File: config.mk
export PLATFORM = sky130hd
export DESIGN_NAME = heartbeat_watchdog_supervisor_unit
export DESIGN_NICKNAME = d
export VERILOG_FILES = /design/src/design/hwd_pkg.sv /design/src/design/hwd_ctrl.sv /design/src/design/hwd_dp.sv /design/src/design/heartbeat_watchdog_supervisor_unit.sv
export SDC_FILE = /design/constraint.sdc
export NUM_CORES = 1
export LEC_CHECK = 0
export BUFFER_PORTS_ARGS = -buffer_cell sky130_fd_sc_hd__buf_2
export CAP_MARGIN = 5
export CORE_MARGIN = 1.5
export CORE_UTILIZATION = 30
export DETAILED_ROUTE_END_ITERATION = 10
export GPL_ROUTABILITY_DRIVEN = 1
export SYNTH_ARGS = -nofsm -noshare
export SYNTH_HDL_FRONTEND = slang
export SYNTH_HIERARCHICAL = 1
export SYNTH_SLANG_ARGS = --single-unit
export TNS_END_PERCENT = 1
File: constraint.sdc
create_clock -name i_clk -period 8.3 [get_ports i_clk]
set_input_delay 1.66 -clock i_clk [delete_from_list [all_inputs] [get_ports i_clk]]
set_output_delay 1.66 -clock i_clk [all_outputs]
set_load 0.01 [all_outputs]
File: src/design/hwd_pkg.sv
package hwd_pkg;

    localparam int TABLE_DEPTH = 16;
    localparam int SLOT_W      = (TABLE_DEPTH > 1) ? $clog2(TABLE_DEPTH) : 1;
    localparam int CNT_W       = $clog2(TABLE_DEPTH + 1);
    localparam int ID_W        = 8;
    localparam int CMP_W       = ID_W + 1;
    localparam int TIME_W      = 32;
    localparam int HEALTH_W    = 7;
    localparam int RST_W       = 4;
    localparam int PRIO_W      = 4;
    localparam int EVT_W       = 8;
    localparam int TIMEOUT_W   = 8;
    localparam int CFG_IDX_W   = 2;
    localparam int CFG_DATA_W  = 8;

    localparam int HEALTH_FULL     = 100;
    localparam int HEALTH_RESTART  = 75;
    localparam int FRESH_WINDOW    = 3;
    localparam int DECAY_PER_SEC   = 5;
    localparam int DECAY_LIMIT     = 26;
    localparam int PRIO_MIN        = 1;
    localparam int PRIO_MAX        = 10;
    localparam int TIMEOUT_RESET   = 5;
    localparam int MAX_RST_RESET   = 3;

    localparam logic [CFG_IDX_W-1:0] CFG_TIMEOUT      = 2'd0;
    localparam logic [CFG_IDX_W-1:0] CFG_MAX_RESTARTS = 2'd1;

    typedef enum logic [2:0] {
        OP_CREATE    = 3'd0,
        OP_TERMINATE = 3'd1,
        OP_CRASH     = 3'd2,
        OP_HEARTBEAT = 3'd3,
        OP_SWEEP     = 3'd4
    } t_op;

    typedef enum logic [1:0] {
        RS_OK         = 2'd0,
        RS_FULL       = 2'd1,
        RS_NO_ENTRY   = 2'd2,
        RS_TERMINATED = 2'd3
    } t_status;

    typedef enum logic [1:0] {
        ES_RUNNING    = 2'd0,
        ES_CRASHED    = 2'd1,
        ES_TERMINATED = 2'd2
    } t_entry_state;

    typedef enum logic [1:0] {
        S_IDLE   = 2'd0,
        S_DECODE = 2'd1,
        S_SW_RD  = 2'd2,
        S_SW_WR  = 2'd3
    } t_state;

    typedef struct packed {
        t_entry_state           state;
        logic [PRIO_W-1:0]      prio;
        logic                   crit;
        logic [RST_W-1:0]       restarts;
        logic [TIME_W-1:0]      last_beat;
        logic [HEALTH_W-1:0]    health;
    } t_entry;

    typedef struct packed {
        logic load;
        logic exec;
        logic sw_read;
        logic sw_write;
        logic finish;
    } t_dp_cmd;

    typedef struct packed {
        logic is_sweep;
        logic table_empty;
        logic last_slot;
    } t_dp_stat;

endpackage

File: src/design/hwd_ctrl.sv
module hwd_ctrl (
    input  logic              i_clk,
    input  logic              i_rst_n,
    input  logic              i_start,
    input  hwd_pkg::t_dp_stat i_stat,
    output hwd_pkg::t_dp_cmd  o_cmd,
    output logic              o_busy
);

    hwd_pkg::t_state r_state;
    hwd_pkg::t_state n_state;

    always_ff @(posedge i_clk) begin
        if (!i_rst_n) begin
            r_state <= hwd_pkg::S_IDLE;
        end else begin
            r_state <= n_state;
        end
    end

    always_comb begin
        n_state = r_state;
        o_cmd   = '0;
        unique case (r_state)
            hwd_pkg::S_IDLE: begin
                if (i_start) begin
                    o_cmd.load = 1'b1;
                    n_state    = hwd_pkg::S_DECODE;
                end
            end
            hwd_pkg::S_DECODE: begin
                if (!i_stat.is_sweep) begin
                    o_cmd.exec = 1'b1;
                    n_state    = hwd_pkg::S_IDLE;
                end else if (i_stat.table_empty) begin
                    o_cmd.finish = 1'b1;
                    n_state      = hwd_pkg::S_IDLE;
                end else begin
                    n_state = hwd_pkg::S_SW_RD;
                end
            end
            hwd_pkg::S_SW_RD: begin
                o_cmd.sw_read = 1'b1;
                n_state       = hwd_pkg::S_SW_WR;
            end
            hwd_pkg::S_SW_WR: begin
                o_cmd.sw_write = 1'b1;
                if (i_stat.last_slot) begin
                    o_cmd.finish = 1'b1;
                    n_state      = hwd_pkg::S_IDLE;
                end else begin
                    n_state = hwd_pkg::S_SW_RD;
                end
            end
            default: begin
                n_state = hwd_pkg::S_IDLE;
            end
        endcase
    end

    assign o_busy = (r_state != hwd_pkg::S_IDLE);

endmodule

File: src/design/hwd_dp.sv
module hwd_dp (
    input  logic                               i_clk,
    input  logic                               i_rst_n,
    input  hwd_pkg::t_dp_cmd                   i_cmd,
    output hwd_pkg::t_dp_stat                  o_stat,
    input  logic [2:0]                         i_operation,
    input  logic [hwd_pkg::ID_W-1:0]           i_pid,
    input  logic [hwd_pkg::PRIO_W-1:0]         i_priority_req,
    input  logic                               i_critical,
    input  logic [hwd_pkg::TIME_W-1:0]         i_now,
    input  logic                               i_cfg_we,
    input  logic [hwd_pkg::CFG_IDX_W-1:0]      i_cfg_index,
    input  logic [hwd_pkg::CFG_DATA_W-1:0]     i_cfg_data,
    output logic                               o_valid,
    output logic [1:0]                         o_status,
    output logic [hwd_pkg::ID_W-1:0]           o_new_pid,
    output logic [hwd_pkg::EVT_W-1:0]          o_watchdog_events,
    output logic [hwd_pkg::EVT_W-1:0]          o_restarts_done,
    output logic [hwd_pkg::EVT_W-1:0]          o_permanent_failures
);

    localparam int SLOT_W   = hwd_pkg::SLOT_W;
    localparam int CNT_W    = hwd_pkg::CNT_W;
    localparam int CMP_W    = hwd_pkg::CMP_W;
    localparam int ID_W     = hwd_pkg::ID_W;
    localparam int TIME_W   = hwd_pkg::TIME_W;
    localparam int HEALTH_W = hwd_pkg::HEALTH_W;
    localparam int RST_W    = hwd_pkg::RST_W;
    localparam int PRIO_W   = hwd_pkg::PRIO_W;
    localparam int EVT_W    = hwd_pkg::EVT_W;

    function automatic logic [HEALTH_W-1:0] health_step(
        input logic [HEALTH_W-1:0] h,
        input logic [TIME_W-1:0]   el
    );
        logic [HEALTH_W-1:0] dec;
        logic [HEALTH_W-1:0] res;
        dec = HEALTH_W'(el[4:0]) * HEALTH_W'(hwd_pkg::DECAY_PER_SEC);
        if (el < TIME_W'(hwd_pkg::FRESH_WINDOW)) begin
            res = (h >= HEALTH_W'(hwd_pkg::HEALTH_FULL)) ?
                  HEALTH_W'(hwd_pkg::HEALTH_FULL) : h + HEALTH_W'(1);
        end else if (el >= TIME_W'(hwd_pkg::DECAY_LIMIT)) begin
            res = '0;
        end else begin
            res = (h > dec) ? h - dec : '0;
        end
        return res;
    endfunction

    hwd_pkg::t_entry r_tab [hwd_pkg::TABLE_DEPTH];

    logic [2:0]                      r_op;
    logic [ID_W-1:0]                 r_pid;
    logic [PRIO_W-1:0]               r_prio;
    logic                            r_crit;
    logic [TIME_W-1:0]               r_now;
    logic [CNT_W-1:0]                r_count;
    logic [SLOT_W-1:0]               r_idx;
    logic [hwd_pkg::TIMEOUT_W-1:0]   r_timeout;
    logic [RST_W-1:0]                r_max_rst;
    hwd_pkg::t_entry                 r_cur;
    hwd_pkg::t_entry                 r_sel;
    logic [TIME_W-1:0]               r_elapsed;
    logic                            r_valid;
    hwd_pkg::t_status                r_status;
    logic [ID_W-1:0]                 r_new_pid;
    logic [EVT_W-1:0]                r_wd;
    logic [EVT_W-1:0]                r_rs;
    logic [EVT_W-1:0]                r_pf;

    hwd_pkg::t_status   n_status;
    logic [ID_W-1:0]    n_new_pid;
    logic               wr_en;
    logic [SLOT_W-1:0]  wr_addr;
    hwd_pkg::t_entry    wr_data;
    logic               found;
    logic               full;
    logic [SLOT_W-1:0]  slot;
    hwd_pkg::t_entry    sel;
    logic [PRIO_W-1:0]  prio_clamped;
    hwd_pkg::t_entry    sw_entry;
    logic [TIME_W-1:0]  sw_el;
    logic               inc_wd;
    logic               inc_rs;
    logic               inc_pf;

    assign found = (r_pid != '0) && ({1'b0, r_pid} <= CMP_W'(r_count));
    assign full  = (r_count == CNT_W'(hwd_pkg::TABLE_DEPTH));
    assign slot  = SLOT_W'(r_pid - ID_W'(1));
    assign sel   = r_sel;

    always_comb begin
        if (r_prio < PRIO_W'(hwd_pkg::PRIO_MIN)) begin
            prio_clamped = PRIO_W'(hwd_pkg::PRIO_MIN);
        end else if (r_prio > PRIO_W'(hwd_pkg::PRIO_MAX)) begin
            prio_clamped = PRIO_W'(hwd_pkg::PRIO_MAX);
        end else begin
            prio_clamped = r_prio;
        end
    end

    // One table entry of the sweep: timeout, then restart or retire of a crashed critical entry, then health.
    always_comb begin
        sw_entry = r_cur;
        sw_el    = r_elapsed;
        inc_wd   = 1'b0;
        inc_rs   = 1'b0;
        inc_pf   = 1'b0;
        if (r_cur.state != hwd_pkg::ES_TERMINATED) begin
            if (r_cur.state == hwd_pkg::ES_RUNNING &&
                r_elapsed > TIME_W'(r_timeout)) begin
                sw_entry.state  = hwd_pkg::ES_CRASHED;
                sw_entry.health = '0;
                inc_wd          = 1'b1;
            end
            if (sw_entry.state == hwd_pkg::ES_CRASHED && r_cur.crit) begin
                if (r_cur.restarts >= r_max_rst) begin
                    sw_entry.state = hwd_pkg::ES_TERMINATED;
                    inc_pf         = 1'b1;
                end else begin
                    sw_entry.state     = hwd_pkg::ES_RUNNING;
                    sw_entry.restarts  = r_cur.restarts + RST_W'(1);
                    sw_entry.last_beat = r_now;
                    sw_entry.health    = HEALTH_W'(hwd_pkg::HEALTH_RESTART);
                    sw_el              = '0;
                    inc_rs             = 1'b1;
                end
            end
            if (sw_entry.state == hwd_pkg::ES_RUNNING) begin
                sw_entry.health = health_step(sw_entry.health, sw_el);
            end
        end
    end

    always_comb begin
        n_status  = hwd_pkg::RS_OK;
        n_new_pid = '0;
        wr_en     = 1'b0;
        wr_addr   = slot;
        wr_data   = sel;
        if (i_cmd.sw_write) begin
            wr_en   = 1'b1;
            wr_addr = r_idx;
            wr_data = sw_entry;
        end else if (i_cmd.exec) begin
            case (r_op)
                hwd_pkg::OP_CREATE: begin
                    if (full) begin
                        n_status = hwd_pkg::RS_FULL;
                    end else begin
                        wr_en             = 1'b1;
                        wr_addr           = SLOT_W'(r_count);
                        wr_data.state     = hwd_pkg::ES_RUNNING;
                        wr_data.prio      = prio_clamped;
                        wr_data.crit      = r_crit;
                        wr_data.restarts  = '0;
                        wr_data.last_beat = r_now;
                        wr_data.health    = HEALTH_W'(hwd_pkg::HEALTH_FULL);
                        n_new_pid         = ID_W'(r_count + CNT_W'(1));
                    end
                end
                hwd_pkg::OP_TERMINATE: begin
                    if (!found) begin
                        n_status = hwd_pkg::RS_NO_ENTRY;
                    end else begin
                        wr_en          = 1'b1;
                        wr_data.state  = hwd_pkg::ES_TERMINATED;
                        wr_data.health = '0;
                    end
                end
                hwd_pkg::OP_CRASH: begin
                    if (!found) begin
                        n_status = hwd_pkg::RS_NO_ENTRY;
                    end else if (sel.state == hwd_pkg::ES_TERMINATED) begin
                        n_status = hwd_pkg::RS_TERMINATED;
                    end else begin
                        wr_en          = 1'b1;
                        wr_data.state  = hwd_pkg::ES_CRASHED;
                        wr_data.health = '0;
                    end
                end
                hwd_pkg::OP_HEARTBEAT: begin
                    if (!found) begin
                        n_status = hwd_pkg::RS_NO_ENTRY;
                    end else if (sel.state == hwd_pkg::ES_TERMINATED) begin
                        n_status = hwd_pkg::RS_TERMINATED;
                    end else if (sel.state == hwd_pkg::ES_RUNNING) begin
                        wr_en             = 1'b1;
                        wr_data.last_beat = r_now;
                    end
                end
                default: begin
                    n_status = hwd_pkg::RS_OK;
                end
            endcase
        end
    end

    always_ff @(posedge i_clk) begin
        if (!i_rst_n) begin
            r_count   <= '0;
            r_valid   <= 1'b0;
            r_timeout <= hwd_pkg::TIMEOUT_W'(hwd_pkg::TIMEOUT_RESET);
            r_max_rst <= RST_W'(hwd_pkg::MAX_RST_RESET);
        end else begin
            r_valid <= i_cmd.exec | i_cmd.finish;
            if (i_cmd.exec && r_op == hwd_pkg::OP_CREATE && !full) begin
                r_count <= r_count + CNT_W'(1);
            end
            if (i_cfg_we) begin
                case (i_cfg_index)
                    hwd_pkg::CFG_TIMEOUT:      r_timeout <= i_cfg_data;
                    hwd_pkg::CFG_MAX_RESTARTS: r_max_rst <= i_cfg_data[RST_W-1:0];
                    default: begin
                    end
                endcase
            end
        end
    end

    always_ff @(posedge i_clk) begin
        if (i_cmd.load) begin
            r_op      <= i_operation;
            r_pid     <= i_pid;
            r_prio    <= i_priority_req;
            r_crit    <= i_critical;
            r_now     <= i_now;
            r_sel     <= r_tab[SLOT_W'(i_pid - ID_W'(1))];
            r_idx     <= '0;
            r_status  <= hwd_pkg::RS_OK;
            r_new_pid <= '0;
            r_wd      <= '0;
            r_rs      <= '0;
            r_pf      <= '0;
        end else begin
            if (i_cmd.exec) begin
                r_status  <= n_status;
                r_new_pid <= n_new_pid;
            end
            if (i_cmd.sw_read) begin
                r_cur     <= r_tab[r_idx];
                r_elapsed <= r_now - r_tab[r_idx].last_beat;
            end
            if (i_cmd.sw_write) begin
                r_idx <= r_idx + SLOT_W'(1);
                r_wd  <= r_wd + EVT_W'(inc_wd);
                r_rs  <= r_rs + EVT_W'(inc_rs);
                r_pf  <= r_pf + EVT_W'(inc_pf);
            end
        end
        if (wr_en) begin
            r_tab[wr_addr] <= wr_data;
        end
    end

    assign o_stat.is_sweep    = (r_op == hwd_pkg::OP_SWEEP);
    assign o_stat.table_empty = (r_count == '0);
    assign o_stat.last_slot   = (CNT_W'(r_idx) == r_count - CNT_W'(1));

    assign o_valid              = r_valid;
    assign o_status             = r_status;
    assign o_new_pid            = r_new_pid;
    assign o_watchdog_events    = r_wd;
    assign o_restarts_done      = r_rs;
    assign o_permanent_failures = r_pf;

`ifndef SYNTHESIS
    a_count_bound: assert property (@(posedge i_clk) disable iff (!i_rst_n)
        r_count <= CNT_W'(hwd_pkg::TABLE_DEPTH))
        else $error("entry count exceeds table depth");

    a_valid_pulse: assert property (@(posedge i_clk) disable iff (!i_rst_n)
        r_valid |=> !r_valid)
        else $error("result strobe held longer than one cycle");

    a_create_grows: assert property (@(posedge i_clk) disable iff (!i_rst_n)
        (i_cmd.exec && r_op == hwd_pkg::OP_CREATE && !full)
        |=> (r_count == $past(r_count) + CNT_W'(1)))
        else $error("successful create did not add an entry");

    a_quiet_on_error: assert property (@(posedge i_clk) disable iff (!i_rst_n)
        (r_valid && r_status != hwd_pkg::RS_OK)
        |-> (r_wd == '0 && r_rs == '0 && r_pf == '0 && r_new_pid == '0))
        else $error("failed operation reports nonzero counts or identifier");
`endif

endmodule

File: src/design/heartbeat_watchdog_supervisor_unit.sv
// Watchdog supervisor for a table of up to sixteen monitored entries. A command is
// taken when i_start is high and o_busy is low; its result word appears for exactly
// one cycle with o_valid and cannot be held off by the receiver. Create, terminate,
// crash and heartbeat execute in the decode state, where their result is registered,
// and the block is ready again in the cycle that shows the result. A check sweep
// reads each created entry in the sweep-read state and writes it back in the
// sweep-write state, one entry after another through the table. Configuration
// writes are accepted in every cycle and belong in idle periods.
module heartbeat_watchdog_supervisor_unit (
    input  logic                            i_clk,
    input  logic                            i_rst_n,
    input  logic                            i_start,
    output logic                            o_busy,
    input  logic [2:0]                      i_operation,
    input  logic [hwd_pkg::ID_W-1:0]        i_pid,
    input  logic [hwd_pkg::PRIO_W-1:0]      i_priority_req,
    input  logic                            i_critical,
    input  logic [hwd_pkg::TIME_W-1:0]      i_now,
    output logic                            o_valid,
    output logic [1:0]                      o_status,
    output logic [hwd_pkg::ID_W-1:0]        o_new_pid,
    output logic [hwd_pkg::EVT_W-1:0]       o_watchdog_events,
    output logic [hwd_pkg::EVT_W-1:0]       o_restarts_done,
    output logic [hwd_pkg::EVT_W-1:0]       o_permanent_failures,
    input  logic                            i_cfg_valid,
    output logic                            o_cfg_ready,
    input  logic [hwd_pkg::CFG_IDX_W-1:0]   i_cfg_index,
    input  logic [hwd_pkg::CFG_DATA_W-1:0]  i_cfg_data
);

    hwd_pkg::t_dp_cmd  cmd;
    hwd_pkg::t_dp_stat stat;

    assign o_cfg_ready = 1'b1;

    hwd_ctrl u_ctrl (
        .i_clk   (i_clk),
        .i_rst_n (i_rst_n),
        .i_start (i_start),
        .i_stat  (stat),
        .o_cmd   (cmd),
        .o_busy  (o_busy)
    );

    hwd_dp u_dp (
        .i_clk                (i_clk),
        .i_rst_n              (i_rst_n),
        .i_cmd                (cmd),
        .o_stat               (stat),
        .i_operation          (i_operation),
        .i_pid                (i_pid),
        .i_priority_req       (i_priority_req),
        .i_critical           (i_critical),
        .i_now                (i_now),
        .i_cfg_we             (i_cfg_valid & o_cfg_ready),
        .i_cfg_index          (i_cfg_index),
        .i_cfg_data           (i_cfg_data),
        .o_valid              (o_valid),
        .o_status             (o_status),
        .o_new_pid            (o_new_pid),
        .o_watchdog_events    (o_watchdog_events),
        .o_restarts_done      (o_restarts_done),
        .o_permanent_failures (o_permanent_failures)
    );

endmodule
==> results.md <==
* Status: complete, no violations
* DR iter-0 viols at 2950
* Router iterations before antenna repair at 5
* Crit Path Category: flop to flop
* Min cycle time layout at 5.42 ns
* Cells after Synth at 2195
* Area occupied by multi-input gates at 14100 µm²
* Fin Setup TNS at 0 ns
* Core area at 130000 µm²
* Reg2reg path depth at 10
* MaxCap Viol Count at 0
* Die area at 134000 µm²
* CP Data Required Time at 8.58 ns
* Post-Route WL at 109 mm
* Relative slew slack at 0.194
* Storage element area at 24600 µm²
* Clock Path Buffers at 3
* First-pass GRT wire length at 159 mm
* Antenna violations before repair at 1
* Vias per inst at 5.64
* FFs w/ async S/R, synth at 0
* Vias in the first global route at 23800
* Hold Path Class: flop to flop
* Final setup violation count at 0
* Crit path cell chain: nor2_1 > and2_1 > nor3b_1 > nor2b_1 > nand3_1 > a21oi_1 > a2bb2oi_1 > nand3_1 > nor2_4 > buf_4
* Seq/Total Area, Yosys at 0.623
* # IOs at 99
* Crit Path Max Fanout at 20
* Postcts setup bufs at 0
* Buffers on Ports at 91
* Hold path depth at 2
* Clk pin slew, worst setup/hold paths at 0.06 ns
* Initial Utilization at 0.303
* Clk_lat worst skew at 0.66 ns
* P&R area growth vs syn at 14.7%
* H-tree depth at 3
* Routed len/inst at 26.4 µm
* Total CTS buffers at 89
* DP HPWL at 60.8 mm
* Seq cells post-synth at 838
* Worst-case hold slack at 0.488 ns
* Rows at 132
* Die W at 365 µm
* Final Cell Area at 45200 µm²
* Crit-path most repeated cell: nand3_1
* Antenna viol nets, final at 0
* Fill cells at 12100
* Slowest cell delay on critical path at 1.00 ns
* Post-DP Area at 42300 µm²
* GRT Total Usage at 0.162
* Fin. max-slew vios at 0
* Crit. path cell count at 10
* Yosys warning count at 6
* Root buffer cell: clkbuf_16
* Max VDD drop at 0.129 mV
* P_leak at 14.2 nW
* Syn Area/Cell at 18.0 µm²
* Hold buffer count at CTS at 0
* Cell family with most CP delay: simple AND/OR/NAND/NOR gates
* Slowest-stage cell, CP: nor2_4
* Diode count at 0
* Critical path endpoint category: flop
* Yosys cell types at 79
* CP arrival at 5.70 ns
* CTS tree: done
* Die Y at 365 µm
* Critical path buffer and inverter count at 1
* CTS sink count at 838
* Total number of vias at 23300
* Final layout net count at 2438
* Count of final hold-check violations at 0
* Measured slew at the worst slew-check pin at 1.21 ns
* Prevailing post-synth register cell: edfxtp_1
* Fin crit share at 0.653
* Pin count of the biggest net entering global routing at 107
* Max Freq at 0.185 GHz
* GRT Residual Overflow at 0
* Startpoint Class: flop
* Post-synth EDFFs at 778
* # DRC at 0
* PD cells at 209 nW/µm²
* RSZ-0062 raised after global routing: false
* Share of cells above drive strength 1 at 0.312
* CTS resizes at 0
* Gpl congestion at 0.857
* Syn Std Cell Area at 39400 µm²
* Worst Skew at 0.0239 ns
-- layout make-up --
cell class	instances	share of cell area
sequential	838	0.544
inverter	74	0.00614
timing repair buffer	169	0.0241
clock inverter	56	0.0136
clock buffer	107	0.0517
tap	1742	0.0482
multi-input combinational	1143	0.313
-- cells in the mapped netlist (9+ instances only) --
library cell / count / share of area
clkbuf_1: 70 / 0.0067
nor3_1: 69 / 0.0088
o32ai_1: 32 / 0.0071
xor2_1: 28 / 0.0062
nand2_1: 52 / 0.0050
a211oi_1: 9 / 0.0017
buf_2: 54 / 0.0069
ha_1: 60 / 0.019
a221oi_1: 33 / 0.0073
nand3_1: 22 / 0.0028
mux4_2: 389 / 0.22
nor4_1: 10 / 0.0016
and3_1: 10 / 0.0016
inv_1: 73 / 0.0070
o22ai_1: 37 / 0.0059
buf_1: 10 / 0.00095
o21ai_0: 34 / 0.0043
dfxtp_1: 60 / 0.030
nand4_1: 15 / 0.0024
nor2_1: 82 / 0.0078
a21o_1: 23 / 0.0044
edfxtp_1: 778 / 0.59
xnor2_1: 29 / 0.0064
o21a_1: 9 / 0.0017
a21oi_1: 50 / 0.0064
mux2i_1: 16 / 0.0041
nor2b_1: 19 / 0.0030
-- sequential cells by signal, summed over array words and instances (netlist names), named ones only --
| register | cells |
|---|---|
| u_dp/r_max_rst | 4 |
| u_dp/r_sel | 39 |
| u_dp/r_timeout | 8 |
| u_ctrl/r_state | 2 |
| u_dp/r_crit | 1 |
| u_dp/o_permanent_failures | 8 |
| u_dp/o_watchdog_events | 8 |
| u_dp/o_valid | 1 |
| u_dp/r_op | 3 |
| u_dp/o_new_pid | 6 |
| u_dp/r_elapsed | 32 |
| u_dp/o_restarts_done | 8 |
| u_dp/r_count | 5 |
| u_dp/r_pid | 8 |
| u_dp/o_status | 2 |
| u_dp/r_tab | 624 |
| u_dp/r_now | 32 |
| u_dp/r_cur | 39 |
| u_dp/r_idx | 4 |
-- routing by layer --
layer / track usage / up-vias / part of all wire
met2: 0.267 / 1248 / 0.48
li1: - / 9475 / -
met5: 0 / - / 0
met1: 0.214 / 12400 / 0.40
met4: 0.0476 / 0 / 0.027
met3: 0.0347 / 203 / 0.088
-- where the power goes --
part,internal (mW),switching [mW],total [mW]
registers,4.74,0.0406,4.78
clock network,2.36,1.68,4.04
logic,0.272,0.362,0.634
total,7.37,2.08,9.45
-- tightest hold or removal path: stages (launching register included) --
cell	delay (ns)
dfxtp_1	0.32
nand2_1	0.07
a21oi_1	0.06
-- per-stage QoR --
step,instances,worst slack (ns),util,power [mW]
floorplan,2196,1.33,-,5.28
global placement,3966,3.12,0.325,5.48
detailed placement,3966,2.91,0.325,5.50
CTS,4129,2.88,0.348,9.55
global route,4129,2.62,0.348,9.75
finish,4129,2.88,0.348,9.45
-- logic make-up after synthesis --
kind of cell | count (synthesis) | synth area share
AO/OA/AOI/OAI | 284 | 0.0514
buffers and inverters | 215 | 0.0231
AND/OR/NAND/NOR | 333 | 0.0434
adder cells (fa/ha/maj) | 61 | 0.0196
multiplexers | 405 | 0.226
flip-flops | 838 | 0.623
XOR/XNOR | 57 | 0.0127
other | 2 | 0.000191
-- placed cells by master (no fill, tap or decap), types with 16 or more instances in the layout --
| master | n |
|---|---|
| edfxtp_1 | 778 |
| mux4_2 | 389 |
| clkbuf_16 | 91 |
| buf_2 | 90 |
| buf_4 | 75 |
| inv_1 | 72 |
| nor3_1 | 69 |
| nor2_1 | 65 |
| ha_1 | 59 |
| dfxtp_1 | 56 |
| nand2_1 | 52 |
| a21oi_1 | 50 |
| o22ai_1 | 37 |
| o21ai_0 | 34 |
| a221oi_1 | 33 |
| o32ai_1 | 32 |
| xor2_1 | 28 |
| xnor2_1 | 27 |
| a21o_1 | 23 |
| nand3_1 | 20 |
| nor2b_1 | 18 |
| nor2_4 | 17 |
| clkinv_1 | 16 |
| clkbuf_1 | 16 |
| mux2i_1 | 16 |
-- final timing paths --
| path | to | slack (ns) | start |
|---|---|---|---|
| worst max-delay path | u_dp/r_tab[6][9] | 2.88 | u_dp/r_op[0] |
| worst min-delay path | u_dp/o_new_pid[5] | 0.49 | u_dp/o_new_pid[5] |
| worst max register to register | u_dp/r_tab[6][9] | 2.88 | u_dp/r_op[0] |
| worst min register to register | u_dp/o_new_pid[5] | 0.49 | u_dp/o_new_pid[5] |
(Power assumes the default switching activity.)
